## src/design/fraction_add_sub_reduce_defines.svh

```systemverilog
// Assertion macros used by the fraction add/subtract/reduce datapath.
`ifndef FRACTION_ADD_SUB_REDUCE_DEFINES_SVH
`define FRACTION_ADD_SUB_REDUCE_DEFINES_SVH

// Same-cycle implication, sampled on clk, off while rst_n is low.
`define FRAC_ASSERT_IMP(label, ante, cons) \
  label: assert property (@(posedge clk) disable iff (!rst_n) (ante) |-> (cons)) \
    else $error("fraction unit: same-cycle check failed");

// Next-cycle implication, sampled on clk, off while rst_n is low.
`define FRAC_ASSERT_NXT(label, ante, cons) \
  label: assert property (@(posedge clk) disable iff (!rst_n) (ante) |=> (cons)) \
    else $error("fraction unit: next-cycle check failed");

`endif

```

## src/design/frac_pkg.sv

```systemverilog
// Shared types and constants of the fraction add/subtract/reduce unit.
package frac_pkg;

  // Fixed result field widths
  localparam int NUM_W = 33;
  localparam int DEN_W = 31;

  // Operation codes; any code other than add or subtract acts as make
  localparam logic [1:0] OP_ADD  = 2'd0;
  localparam logic [1:0] OP_SUB  = 2'd1;
  localparam logic [1:0] OP_MAKE = 2'd2;

  // Commands from the controller to the datapath
  typedef enum logic [3:0] {
    CMD_NOP,
    CMD_LOAD,
    CMD_MUL_AD,
    CMD_MUL_CB,
    CMD_MUL_BD,
    CMD_MAG,
    CMD_COMBINE,
    CMD_DIV_GCD,
    CMD_DIV_NUM,
    CMD_DIV_DEN,
    CMD_OUT
  } dp_cmd_t;

  // Status from the datapath to the controller
  typedef struct packed {
    logic err;       // zero denominator in the loaded beat
    logic make;      // loaded operation is make
    logic y_zero;    // Euclid divisor has reached zero
    logic div_done;  // divider finished this cycle
  } dp_stat_t;

endpackage

```

## src/design/frac_in_if.sv

```systemverilog
// Input channel: operation and two signed fractions with valid/ready.
interface frac_in_if #(parameter int W = 16) ();
  logic                valid;
  logic                ready;
  logic [1:0]          operation;
  logic signed [W-1:0] first_num;
  logic signed [W-1:0] first_den;
  logic signed [W-1:0] second_num;
  logic signed [W-1:0] second_den;

  modport source (
    output valid, operation, first_num, first_den, second_num, second_den,
    input  ready
  );
  modport sink (
    input  valid, operation, first_num, first_den, second_num, second_den,
    output ready
  );
endinterface

```

## src/design/frac_out_if.sv

```systemverilog
// Result channel: reduced fraction and status with valid/ready.
interface frac_out_if ();
  logic                              valid;
  logic                              ready;
  logic signed [frac_pkg::NUM_W-1:0] result_num;
  logic [frac_pkg::DEN_W-1:0]        result_den;
  logic                              status;

  modport source (
    output valid, result_num, result_den, status,
    input  ready
  );
  modport sink (
    input  valid, result_num, result_den, status,
    output ready
  );
endinterface

```

## src/design/frac_div.sv

```systemverilog
// Radix-2 restoring divider, one quotient bit per cycle.
module frac_div #(
  parameter int WIDE = 32
) (
  input  logic            clk,
  input  logic            rst_n,
  input  logic            start,
  input  logic [WIDE-1:0] dividend,
  input  logic [WIDE-1:0] divisor,
  output logic            done,
  output logic [WIDE-1:0] quotient,
  output logic [WIDE-1:0] remainder
);
  localparam int CW = $clog2(WIDE + 1);

  logic            busy_r;
  logic            done_r;
  logic [CW-1:0]   cnt_r;
  logic [WIDE-1:0] rem_r;
  logic [WIDE-1:0] quo_r;
  logic [WIDE-1:0] dvs_r;
  logic [WIDE:0]   shifted;
  logic [WIDE:0]   trial;

  // Shift in the next dividend bit and try the subtraction
  assign shifted = {rem_r, quo_r[WIDE-1]};
  assign trial   = shifted - {1'b0, dvs_r};

  always_ff @(posedge clk) begin
    if (!rst_n) begin
      busy_r <= 1'b0;
      done_r <= 1'b0;
      cnt_r  <= '0;
    end else begin
      done_r <= 1'b0;
      if (start) begin
        busy_r <= 1'b1;
        cnt_r  <= CW'(WIDE);
        rem_r  <= '0;
        quo_r  <= dividend;
        dvs_r  <= divisor;
      end else if (busy_r) begin
        // remainder stays below the divisor, so WIDE bits hold it
        rem_r <= trial[WIDE] ? shifted[WIDE-1:0] : trial[WIDE-1:0];
        quo_r <= {quo_r[WIDE-2:0], ~trial[WIDE]};
        cnt_r <= cnt_r - CW'(1);
        if (cnt_r == CW'(1)) begin
          busy_r <= 1'b0;
          done_r <= 1'b1;
        end
      end
    end
  end

  assign done      = done_r;
  assign quotient  = quo_r;
  assign remainder = rem_r;

endmodule

```

## src/design/frac_dp.sv

```systemverilog
// Datapath: operand registers, shared multiplier, sign/magnitude, GCD and division.
`include "fraction_add_sub_reduce_defines.svh"

module frac_dp #(
  parameter int W = 16
) (
  input  logic                              clk,
  input  logic                              rst_n,
  input  frac_pkg::dp_cmd_t                 cmd,
  output frac_pkg::dp_stat_t                stat,
  input  logic [1:0]                        operation,
  input  logic signed [W-1:0]               first_num,
  input  logic signed [W-1:0]               first_den,
  input  logic signed [W-1:0]               second_num,
  input  logic signed [W-1:0]               second_den,
  output logic signed [frac_pkg::NUM_W-1:0] result_num,
  output logic [frac_pkg::DEN_W-1:0]        result_den,
  output logic                              status
);
  import frac_pkg::*;

  localparam int WIDE = 2 * W;
  localparam int EXTW = (WIDE > NUM_W) ? WIDE : NUM_W;

  // Operand registers
  logic [1:0]          op_r;
  logic signed [W-1:0] a_r, b_r, c_r, d_r;

  // Products
  logic signed [W-1:0]    mul_x, mul_y;
  logic signed [WIDE-1:0] prod;
  logic signed [WIDE-1:0] p_r, q_r, den_r;

  // Sign and magnitude
  logic signed [WIDE-1:0] p_src, q_src, den_src;
  logic                   p_neg_c, q_neg_c;
  logic [WIDE-1:0]        pm_c, qm_c, dm_c;
  logic [WIDE-1:0]        pm_r, qm_r, dm_r;
  logic                   p_neg_r, q_neg_r, den_neg_r, num_neg_r;

  // Numerator combine
  logic [WIDE-1:0] sum_c, qp_c, nm_c;
  logic [WIDE:0]   pq_c;
  logic            num_neg_c;
  logic [WIDE-1:0] nm_r;

  // Euclid and division
  logic [WIDE-1:0] x_r, y_r;
  logic [WIDE-1:0] nq_r, dq_r;
  dp_cmd_t         div_sel_r;
  logic            div_start;
  logic [WIDE-1:0] div_dividend, div_divisor;
  logic            div_done;
  logic [WIDE-1:0] div_quo, div_rem;

  // Output formatting
  logic [EXTW-1:0]                 nq_ext, num_ext, dq_ext;
  logic signed [NUM_W-1:0]         result_num_r;
  logic [DEN_W-1:0]                result_den_r;
  logic                            status_r;
  logic                            make, err;

  // Decode of the loaded beat
  assign make = !(op_r inside {OP_ADD, OP_SUB});
  assign err  = (b_r == '0) || (!make && d_r == '0);

  // Shared signed multiplier
  always_comb begin
    case (cmd)
      CMD_MUL_CB: begin
        mul_x = c_r;
        mul_y = b_r;
      end
      CMD_MUL_BD: begin
        mul_x = b_r;
        mul_y = d_r;
      end
      default: begin
        mul_x = a_r;
        mul_y = d_r;
      end
    endcase
  end
  assign prod = mul_x * mul_y;

  // Sign and magnitude of the two numerator terms and the denominator;
  // make feeds a/b straight through with a zero second term
  assign p_src   = make ? WIDE'(a_r) : p_r;
  assign q_src   = make ? '0 : q_r;
  assign den_src = make ? WIDE'(b_r) : den_r;
  assign p_neg_c = p_src[WIDE-1];
  always_comb begin
    if (make) begin
      q_neg_c = p_neg_c;
    end else if (op_r == OP_SUB) begin
      q_neg_c = !q_src[WIDE-1] && (q_src != '0);
    end else begin
      q_neg_c = q_src[WIDE-1];
    end
  end
  assign pm_c = p_src[WIDE-1]   ? WIDE'(-p_src)   : WIDE'(p_src);
  assign qm_c = q_src[WIDE-1]   ? WIDE'(-q_src)   : WIDE'(q_src);
  assign dm_c = den_src[WIDE-1] ? WIDE'(-den_src) : WIDE'(den_src);

  // Signed-magnitude add of the two terms
  assign sum_c = pm_r + qm_r;
  assign pq_c  = {1'b0, pm_r} - {1'b0, qm_r};
  assign qp_c  = qm_r - pm_r;
  always_comb begin
    if (p_neg_r == q_neg_r) begin
      nm_c      = sum_c;
      num_neg_c = p_neg_r;
    end else if (!pq_c[WIDE]) begin
      nm_c      = pq_c[WIDE-1:0];
      num_neg_c = p_neg_r;
    end else begin
      nm_c      = qp_c;
      num_neg_c = q_neg_r;
    end
  end

  // Divider operands: Euclid step x % y, then both terms over the gcd in x
  assign div_start = cmd inside {CMD_DIV_GCD, CMD_DIV_NUM, CMD_DIV_DEN};
  always_comb begin
    case (cmd)
      CMD_DIV_GCD: begin
        div_dividend = x_r;
        div_divisor  = y_r;
      end
      CMD_DIV_NUM: begin
        div_dividend = nm_r;
        div_divisor  = x_r;
      end
      default: begin
        div_dividend = dm_r;
        div_divisor  = x_r;
      end
    endcase
  end

  frac_div #(.WIDE(WIDE)) u_div (
    .clk       (clk),
    .rst_n     (rst_n),
    .start     (div_start),
    .dividend  (div_dividend),
    .divisor   (div_divisor),
    .done      (div_done),
    .quotient  (div_quo),
    .remainder (div_rem)
  );

  // Sign goes to the numerator; fields are cut to their fixed widths
  assign nq_ext  = EXTW'(nq_r);
  assign num_ext = (num_neg_r != den_neg_r) ? (~nq_ext + EXTW'(1)) : nq_ext;
  assign dq_ext  = EXTW'(dq_r);

  always_ff @(posedge clk) begin
    case (cmd)
      CMD_LOAD: begin
        op_r <= operation;
        a_r  <= first_num;
        b_r  <= first_den;
        c_r  <= second_num;
        d_r  <= second_den;
      end
      CMD_MUL_AD: p_r   <= prod;
      CMD_MUL_CB: q_r   <= prod;
      CMD_MUL_BD: den_r <= prod;
      CMD_MAG: begin
        pm_r      <= pm_c;
        qm_r      <= qm_c;
        dm_r      <= dm_c;
        p_neg_r   <= p_neg_c;
        q_neg_r   <= q_neg_c;
        den_neg_r <= den_src[WIDE-1];
      end
      CMD_COMBINE: begin
        nm_r      <= nm_c;
        num_neg_r <= num_neg_c;
        x_r       <= nm_c;
        y_r       <= dm_r;
      end
      CMD_DIV_GCD, CMD_DIV_NUM, CMD_DIV_DEN: div_sel_r <= cmd;
      CMD_OUT: begin
        if (err) begin
          result_num_r <= '0;
          result_den_r <= DEN_W'(1);
          status_r     <= 1'b1;
        end else begin
          result_num_r <= $signed(num_ext[NUM_W-1:0]);
          result_den_r <= dq_ext[DEN_W-1:0];
          status_r     <= 1'b0;
        end
      end
      default: ;
    endcase

    // Divider results
    if (div_done) begin
      case (div_sel_r)
        CMD_DIV_GCD: begin
          x_r <= y_r;
          y_r <= div_rem;
        end
        CMD_DIV_NUM: nq_r <= div_quo;
        CMD_DIV_DEN: dq_r <= div_quo;
        default: ;
      endcase
    end
  end

  assign stat.err      = err;
  assign stat.make     = make;
  assign stat.y_zero   = (y_r == '0);
  assign stat.div_done = div_done;

  assign result_num = result_num_r;
  assign result_den = result_den_r;
  assign status     = status_r;

  // Checks
  `FRAC_ASSERT_IMP(a_div_by_nonzero, div_start, div_divisor != '0)
  `FRAC_ASSERT_NXT(a_euclid_shrinks, div_done && div_sel_r == CMD_DIV_GCD, y_r < x_r)
  `FRAC_ASSERT_IMP(a_reduced_den_pos, cmd == CMD_OUT && !err, dq_r != '0)

endmodule

```

## src/design/frac_ctrl.sv

```systemverilog
// Controller: sequences multiply, combine, Euclid loop, division and output.
module frac_ctrl (
  input  logic               clk,
  input  logic               rst_n,
  input  logic               in_valid,
  output logic               in_ready,
  output logic               out_valid,
  input  logic               out_ready,
  output frac_pkg::dp_cmd_t  cmd,
  input  frac_pkg::dp_stat_t stat
);
  import frac_pkg::*;

  typedef enum logic [3:0] {
    S_IDLE,
    S_CHECK,
    S_MUL_AD,
    S_MUL_CB,
    S_MUL_BD,
    S_MAG,
    S_COMB,
    S_GCD_TEST,
    S_GCD_GO,
    S_GCD_WAIT,
    S_NUM_GO,
    S_NUM_WAIT,
    S_DEN_GO,
    S_DEN_WAIT,
    S_OUT
  } state_t;

  state_t state_r, state_nxt;
  logic   in_ready_r;
  logic   out_valid_r;
  logic   out_free;

  // Output slot is free when empty or drained this cycle
  assign out_free = !out_valid_r || out_ready;

  // Next state and command decode
  always_comb begin
    state_nxt = state_r;
    cmd       = CMD_NOP;
    case (state_r)
      S_IDLE: begin
        if (in_valid) begin
          cmd       = CMD_LOAD;
          state_nxt = S_CHECK;
        end
      end
      S_CHECK: begin
        if (stat.err) begin
          state_nxt = S_OUT;
        end else if (stat.make) begin
          state_nxt = S_MAG;
        end else begin
          state_nxt = S_MUL_AD;
        end
      end
      S_MUL_AD: begin
        cmd       = CMD_MUL_AD;
        state_nxt = S_MUL_CB;
      end
      S_MUL_CB: begin
        cmd       = CMD_MUL_CB;
        state_nxt = S_MUL_BD;
      end
      S_MUL_BD: begin
        cmd       = CMD_MUL_BD;
        state_nxt = S_MAG;
      end
      S_MAG: begin
        cmd       = CMD_MAG;
        state_nxt = S_COMB;
      end
      S_COMB: begin
        cmd       = CMD_COMBINE;
        state_nxt = S_GCD_TEST;
      end
      S_GCD_TEST: begin
        state_nxt = stat.y_zero ? S_NUM_GO : S_GCD_GO;
      end
      S_GCD_GO: begin
        cmd       = CMD_DIV_GCD;
        state_nxt = S_GCD_WAIT;
      end
      S_GCD_WAIT: begin
        if (stat.div_done) begin
          state_nxt = S_GCD_TEST;
        end
      end
      S_NUM_GO: begin
        cmd       = CMD_DIV_NUM;
        state_nxt = S_NUM_WAIT;
      end
      S_NUM_WAIT: begin
        if (stat.div_done) begin
          state_nxt = S_DEN_GO;
        end
      end
      S_DEN_GO: begin
        cmd       = CMD_DIV_DEN;
        state_nxt = S_DEN_WAIT;
      end
      S_DEN_WAIT: begin
        if (stat.div_done) begin
          state_nxt = S_OUT;
        end
      end
      S_OUT: begin
        if (out_free) begin
          cmd       = CMD_OUT;
          state_nxt = S_IDLE;
        end
      end
      default: state_nxt = S_IDLE;
    endcase
  end

  // State and registered handshake outputs
  always_ff @(posedge clk) begin
    if (!rst_n) begin
      state_r     <= S_IDLE;
      in_ready_r  <= 1'b1;
      out_valid_r <= 1'b0;
    end else begin
      state_r    <= state_nxt;
      in_ready_r <= (state_nxt == S_IDLE);
      if (cmd == CMD_OUT) begin
        out_valid_r <= 1'b1;
      end else if (out_ready) begin
        out_valid_r <= 1'b0;
      end
    end
  end

  assign in_ready  = in_ready_r;
  assign out_valid = out_valid_r;

endmodule

```

## src/design/fraction_add_sub_reduce.sv

```systemverilog
// Top level of the fraction add/subtract/reduce unit.
//
// in_ch takes one beat: an operation (add, subtract, make) and two signed
// fractions a/b and c/d of OPERAND_WIDTH bits. out_ch returns one beat per
// input: the sum, difference or a/b alone in lowest terms, sign on the
// numerator, denominator positive, and a status bit. A zero denominator
// gives status 1 with 0/1.
// Beats are taken one at a time, and the next beat is accepted no sooner
// than the first edge at which the previous result can be taken. Every
// remainder and both final quotients go through one shared divider that
// makes one bit per cycle over 2*W bits, with W = OPERAND_WIDTH, so the
// time per item grows with the number of Euclid steps; make skips the three
// multiplies and a zero-denominator item goes straight to the output.
// After reset no beat is pending, in_ch is ready and out_ch is empty.
// The result sits in an output register; a new beat is accepted while it
// waits, and a stalled receiver only holds the next result back at its end.
module fraction_add_sub_reduce #(
  parameter int OPERAND_WIDTH = 16
) (
  input  logic       clk,
  input  logic       rst_n,
  frac_in_if.sink    in_ch,
  frac_out_if.source out_ch
);
  import frac_pkg::*;

  dp_cmd_t  cmd;
  dp_stat_t stat;

  // Sequencer
  frac_ctrl u_ctrl (
    .clk       (clk),
    .rst_n     (rst_n),
    .in_valid  (in_ch.valid),
    .in_ready  (in_ch.ready),
    .out_valid (out_ch.valid),
    .out_ready (out_ch.ready),
    .cmd       (cmd),
    .stat      (stat)
  );

  // Arithmetic
  frac_dp #(.W(OPERAND_WIDTH)) u_dp (
    .clk        (clk),
    .rst_n      (rst_n),
    .cmd        (cmd),
    .stat       (stat),
    .operation  (in_ch.operation),
    .first_num  (in_ch.first_num),
    .first_den  (in_ch.first_den),
    .second_num (in_ch.second_num),
    .second_den (in_ch.second_den),
    .result_num (out_ch.result_num),
    .result_den (out_ch.result_den),
    .status     (out_ch.status)
  );

endmodule
```

## src/flat_wrapper.sv

```systemverilog
// flat-port wrapper written by rule: the top's interface ports become plain ports
module fraction_add_sub_reduce_flat import frac_pkg::*;
#(
  parameter int OPERAND_WIDTH = 16
)
  (clk, rst_n, in_ch_valid, in_ch_operation, in_ch_first_num, in_ch_first_den, in_ch_second_num, in_ch_second_den, in_ch_ready, out_ch_valid, out_ch_result_num, out_ch_result_den, out_ch_status, out_ch_ready);
  frac_in_if in_ch_i ();
  frac_out_if out_ch_i ();
  input  logic clk;
  input  logic rst_n;
  input wire logic [$bits(in_ch_i.valid)-1:0] in_ch_valid;
  input wire logic [$bits(in_ch_i.operation)-1:0] in_ch_operation;
  input wire logic [$bits(in_ch_i.first_num)-1:0] in_ch_first_num;
  input wire logic [$bits(in_ch_i.first_den)-1:0] in_ch_first_den;
  input wire logic [$bits(in_ch_i.second_num)-1:0] in_ch_second_num;
  input wire logic [$bits(in_ch_i.second_den)-1:0] in_ch_second_den;
  output wire logic [$bits(in_ch_i.ready)-1:0] in_ch_ready;
  output wire logic [$bits(out_ch_i.valid)-1:0] out_ch_valid;
  output wire logic [$bits(out_ch_i.result_num)-1:0] out_ch_result_num;
  output wire logic [$bits(out_ch_i.result_den)-1:0] out_ch_result_den;
  output wire logic [$bits(out_ch_i.status)-1:0] out_ch_status;
  input wire logic [$bits(out_ch_i.ready)-1:0] out_ch_ready;
  assign in_ch_i.valid = in_ch_valid;
  assign in_ch_i.operation = in_ch_operation;
  assign in_ch_i.first_num = in_ch_first_num;
  assign in_ch_i.first_den = in_ch_first_den;
  assign in_ch_i.second_num = in_ch_second_num;
  assign in_ch_i.second_den = in_ch_second_den;
  assign in_ch_ready = in_ch_i.ready;
  assign out_ch_valid = out_ch_i.valid;
  assign out_ch_result_num = out_ch_i.result_num;
  assign out_ch_result_den = out_ch_i.result_den;
  assign out_ch_status = out_ch_i.status;
  assign out_ch_i.ready = out_ch_ready;
  fraction_add_sub_reduce #(.OPERAND_WIDTH(OPERAND_WIDTH)) u_core (.clk(clk), .rst_n(rst_n), .in_ch(in_ch_i), .out_ch(out_ch_i));
endmodule
```

## config.mk

```make
export PLATFORM = sky130hd
export DESIGN_NAME = fraction_add_sub_reduce_flat
export DESIGN_NICKNAME = d
export VERILOG_FILES = /design/src/design/frac_pkg.sv /design/src/design/frac_in_if.sv /design/src/design/frac_out_if.sv /design/src/design/frac_div.sv /design/src/design/frac_dp.sv /design/src/design/frac_ctrl.sv /design/src/design/fraction_add_sub_reduce.sv /design/src/flat_wrapper.sv
export VERILOG_INCLUDE_DIRS = /design/src /design/src/design
export SDC_FILE = /design/constraint.sdc
export NUM_CORES = 2
export LEC_CHECK = 0
export ABC_AREA = 1
export BUFFER_PORTS_ARGS = -buffer_cell sky130_fd_sc_hd__buf_2
export CAP_MARGIN = 20
export CORE_ASPECT_RATIO = 1.1
export CORE_UTILIZATION = 55
export CTS_CLUSTER_DIAMETER = 60
export DETAILED_ROUTE_END_ITERATION = 6
export PLACE_DENSITY = 0.83
export SKIP_CTS_REPAIR_TIMING = 1
export SLEW_MARGIN = 5
export SYNTH_ARGS = -nofsm -noshare
export SYNTH_HDL_FRONTEND = slang
export SYNTH_SLANG_ARGS = --single-unit
```

## constraint.sdc

```tcl
create_clock -name clk -period 13.5 [get_ports clk]
set_input_delay 3.375 -clock clk [delete_from_list [all_inputs] [get_ports clk]]
set_output_delay 3.375 -clock clk [all_outputs]
set_load 0.03 [all_outputs]
```

Word level (Yosys, flattened, before mapping)
Index checks and enable logic that the tools add are counted.
- bits of input ports: 70
- logic and storage cells: 157
- output and inout bits: 67
- register bits: 600
- reductions and logical operators: 25
- equality and inequality tests: 31
- multipliers: 1
- bitwise gates (word level): 5
- $add $sub $neg: 9
- mux-type cells: 48
- operators with widths (cell ; count):
    2-to-1 mux 32 bit ; 17
    negation 32 bit ; 3
    2-to-1 mux 31 bit ; 3
    one-hot mux 32 bit (2 select lines) ; 1
    one-hot mux 4 bit (15 select lines) ; 1
    == test 4 bit, second input constant ; 12
    one-hot mux 4 bit (10 select lines) ; 1
    == test 4 x 3 -> 1 bit, second input constant ; 9
    adder 33 x 1 -> 33 bit, second input constant ; 1
    NOT 32 -> 33 bit ; 1
    subtractor 32 x 32 -> 33 bit ; 1
    subtractor 33 x 32 -> 33 bit ; 1
    adder 32 bit ; 1
    logical NOT 16 bit ; 2
    logical NOT 32 bit ; 1
    multiplier 16 x 16 -> 32 bit ; 1
    one-hot mux 16 bit (2 select lines) ; 1
    nonzero test 32 bit ; 1
    subtractor 32 bit ; 1
    2-to-1 mux 4 bit ; 7
    == test 4 x 2 -> 1 bit, second input constant ; 4
    2-to-1 mux 16 bit ; 1
    2-to-1 mux 1 bit ; 12
    2-to-1 mux 6 bit ; 2
    other kinds (19) ; 34

Logic depth before layout (Yosys ltp)
- word-level depth: 8
- depth in mapped cells: 34
- gate-level depth less buffers: 32

Hierarchy
From an unflattened synthesis, not the netlist that was laid out.
- cell total of the unflattened synthesis: 5868
- area, all modules: 46418.3 um^2
- modules (own cells, without submodules) (module ; cells each ; area each (um^2) ; instances):
    frac_dp ; 4809 ; 38916.1 ; 1
    frac_div ; 961 ; 6974.2 ; 1
    frac_ctrl ; 98 ; 528.0 ; 1

Least setup slack after synthesis
Ideal clock, no wire load.
- path kind: input to register
- start: input port in_ch_valid
- end: register u_core.u_ctrl.in_ready_r, in the netlist u_core.u_ctrl.in_ready
- library setup time: 0.113 ns
- path slack: 4.890 ns
- cell stages on the path: 7
- data arrival time: 8.497 ns
- required time: 13.387 ns
- path buffers: 0
- path through: inv_1 -> nor3_1 -> inv_1 -> nand4_1 -> a31oi_1 -> nand3_1 -> nand2_1
- word-level cells in the longest chain between the ends: 3
- RTL lines (what ; line ; RTL):
    start: declaration ; flat_wrapper.sv:11 ; input wire logic [$bits(in_ch_i.valid)-1:0] in_ch_valid;
    2-to-1 mux 4 bit ; frac_ctrl.sv:46 ; if (in_valid) begin
    one-hot mux 4 bit (15 select lines) ; frac_ctrl.sv:44 ; case (state_r)
    logical NOT 4 bit ; frac_ctrl.sv:128 ; in_ready_r <= (state_nxt == S_IDLE);
    end signal: assignment ; frac_ctrl.sv:128 ;
    end: declaration ; frac_ctrl.sv:33 ; logic in_ready_r;
No other way between the ends.
A chain may end at the register's enable or synchronous reset.

Worst setup path after layout
- start: register u_core.u_ctrl.state_r[2]
- end: register u_core.u_dp.q_r[30], data pin
- word-level cells in the longest chain between the ends: 5
- elaborated cells on any way between the ends: 16
- classes of those cells: mul (1); eq/ne (11); mux (3); reduce/logical (1)
- RTL lines (what ; line ; RTL):
    start: declaration ; frac_ctrl.sv:32 ; state_t state_r, state_nxt;
    start signal: assignment ; frac_ctrl.sv:127 ; state_r <= state_nxt;
    == test 4 bit (tied with other cells) ; frac_ctrl.sv:44 ;
    one-hot mux 4 bit (10 select lines) (*) ; frac_ctrl.sv:44 ;
    == test 4 x 3 -> 1 bit or == test 4 x 2 -> 1 bit (tied branches) ; frac_dp.sv:69 ; case (cmd)
    one-hot mux 16 bit (2 select lines) or 2-to-1 mux 16 bit (tied branches) ; frac_dp.sv:69 ;
    multiplier 16 x 16 -> 32 bit (*) ; frac_dp.sv:84 ; assign prod = mul_x * mul_y;
    net u_core.u_dp.prod[30] ; frac_dp.sv:31 ; logic signed [WIDE-1:0] prod;
    end signal: assignment ; frac_dp.sv:167 ; CMD_MUL_CB: q_r <= prod;
    end: declaration ; frac_dp.sv:32 ; logic signed [WIDE-1:0] p_r, q_r, den_r;
The timed path passes the listed nets; every way through them passes the cells marked *.

==> flow_summary.ini <==
[layout]
multiInputGateArea_um2 = 24000
synthToLayoutAreaGrowth_pct = 9.16
drive_gt1_frac = 0.0762
final_area_um2 = 49700
diodes = 0
fill_cells = 7078
final-seq-area_um2 = 17200
nets = 6254
fin_cells = 6824

[worst_setup_path]
crit_family = adder cells
cpPeakStageDelay_ns = 0.96
start_kind = flip-flop
timing.rr.start = u_core.u_ctrl.state_r[2]
critPathBufInv = 11
setup.worst_path.class = reg -> reg
crit_path_start = u_core.u_ctrl.state_r[2]
critPathSlowestCell = o21ai_2
cp_max_fo = 53
worstPathRequired_ns = 13.84
cp_data_arrival_time_ns = 9.54
critical_path.most_common_cell = inv_1
end_kind = flip-flop

[min_path]
hold_start = u_core.u_dp.u_div.cnt_r[3]
hp-class = reg -> reg

[yosys]
syn_area_um2 = 45600
yosysUniqueCellTypes = 61
synth_top_cell_area_share = 0.344
synth-main-ff-cell = edfxtp_1
netlist_instances = 5608
yosysTopAreaCell = edfxtp_1
synth.avg_cell_area_um2 = 8.12
yosys_warnings = 0
ys_seq_area_frac = 0.378
synth_top_cells_by_area = edfxtp_1 34%, nand2_1 12%, fa_1 12%
ys_ff_latch = 600
synthTopCellsByCount = 1492 x nand2_1, 943 x inv_1, 647 x nor2_1
synth_edf_count = 522
synth.most_common_cell = nand2_1
synth_nets = 6158
synth_async_sr_flop_share = 0

[global_route]
grt_pass1_vias = 38600
grt_pass1_wl_um = 225000
antenna_found_initial = 3
gr-total-overflow = 0
grt_use_total = 0.356
grt_max_degree = 96

[drt]
num_vias = 39000
avgViaCountPerCell = 5.72
drtAntennaViolNets = 0
first_pass_iters = 7
wirelength_um = 150000
routedWlPerCell_um = 21.9
drt_iter0_markers = 4340
drc = 0

[cts]
tritoncts = yes
cts_buffers = 69
cts.sinks = 600
clkSlewWorstSetupHoldPaths_ns = 0.07
root_buffer = clkbuf_16
max-clock-path-buffers = 3
clk_latency_ns = 0.66
htree_num_levels = 3

[placement]
place_hpwl_um = 117000
io_buffers = 136
placed_cells = 6697
place_area_um2 = 47200
gp_congestion = 1.05

[timing]
holdWs_ns = 0.483
fmax_mhz = 109
period_share = 0.682
setup_viol = 0
worst_pin_slew_ns = 1.04
slew_headroom = 0.305
fin_skew_ns = 0.0509
fin_crit_ns = 9.20
finalMaxSlewViolations = 0
rsz0062_at_grt = false
tns_ns = 0
finalHoldViolations = 0

[floorplan]
pin_count = 137
fp.coreArea_um2 = 81900
start_util = 0.556
die_h_um = 304
dieArea_um2 = 84000
die_w_um = 276
rows = 110

[status]
status = complete, no violations

[run]
drv_cap = 0
[cells in the final DEF (no fill, tap or decap), types with 8 or more instances in the layout]
cell,count
a21boi_0,8
a21o_1,12
a21oi_1,235
a21oi_2,13
a221oi_1,23
a31oi_1,51
buf_2,136
buf_4,47
bufinv_16,10
clkbuf_1,11
clkbuf_16,69
clkinv_1,12
clkinv_2,9
dfxtp_1,78
edfxtp_1,522
fa_1,266
ha_1,214
inv_1,943
inv_2,28
nand2_1,1490
nand2_2,17
nand3_1,161
nand4_1,47
nor2_1,637
nor2_2,19
nor2_4,17
nor3_1,51
nor4_1,31
o21ai_0,239
o21ai_1,27
o21ai_2,21
o21bai_1,22
o22ai_1,11
o31ai_1,9
xnor2_1,49
xor2_1,130
[layer usage]
metal / global-route usage / vias to the layer above / share of wire
met2: 0.596 / 1968 / 0.47
met3: 0.0560 / 486 / 0.079
met1: 0.420 / 18600 / 0.37
met4: 0.247 / 2 / 0.080
li1: - / 18000 / -
met5: 0 / - / 0.000087
[worst paths after layout]
kind | end | slack, ns | cells past startpoint
setup reg to reg | u_core.u_dp.q_r[30] | 4.30 | 27
setup / recovery | u_core.u_dp.q_r[30] | 4.30 | 27
hold reg to reg | u_core.u_dp.u_div.cnt_r[3] | 0.48 | 2
hold / removal | u_core.u_dp.u_div.cnt_r[3] | 0.48 | 2
[logic make-up after synthesis]
group / share of synthesized area
DFF: 0.378
and+or+nand+nor: 0.225
xor gates and xnor gates: 0.0346
buffers and inverters: 0.0980
AOI/OAI and AO/OA: 0.0868
adders and majority gates: 0.176
muxes: 0.00132
[flip-flops by register name, summed over array words and instances (netlist names), 31 cells and up]
register                     flops
u_core.u_dp.den_r               32
u_core.u_dp.dm_r                32
u_core.u_dp.dq_r                31
u_core.u_dp.nm_r                32
u_core.u_dp.nq_r                32
u_core.u_dp.p_r                 32
u_core.u_dp.pm_r                32
u_core.u_dp.q_r                 32
u_core.u_dp.qm_r                32
u_core.u_dp.result_den          31
u_core.u_dp.result_num          33
u_core.u_dp.u_div.dvs_r         32
u_core.u_dp.u_div.quotient      32
u_core.u_dp.u_div.remainder     32
u_core.u_dp.x_r                 32
u_core.u_dp.y_r                 32
[worst min-delay path, stage by stage (launching register included)]
cell     delay (ns)
dfxtp_1        0.32
nand2_1        0.06
a21oi_1        0.06
[stage by stage]
step                worst slack (ns)  utilization
floorplan                       4.89            -
global placement                4.57        0.577
detailed placement              4.41        0.577
CTS                             4.37        0.607
global route                    3.93        0.607
finish                          4.30        0.607
[layout make-up]
| type | instances | area share |
|---|---|---|
| clock buffers | 82 | 0.0361 |
| inverters | 976 | 0.0737 |
| well taps | 1064 | 0.0268 |
| clock inverters | 45 | 0.0140 |
| repair buffers | 183 | 0.0208 |
| multi-input cells | 3874 | 0.482 |
| flip-flops and latches | 600 | 0.347 |
Power is left out: the tool's default activity adds up to more than one toggle a clock period on the data nets, which glitch-free logic cannot reach.
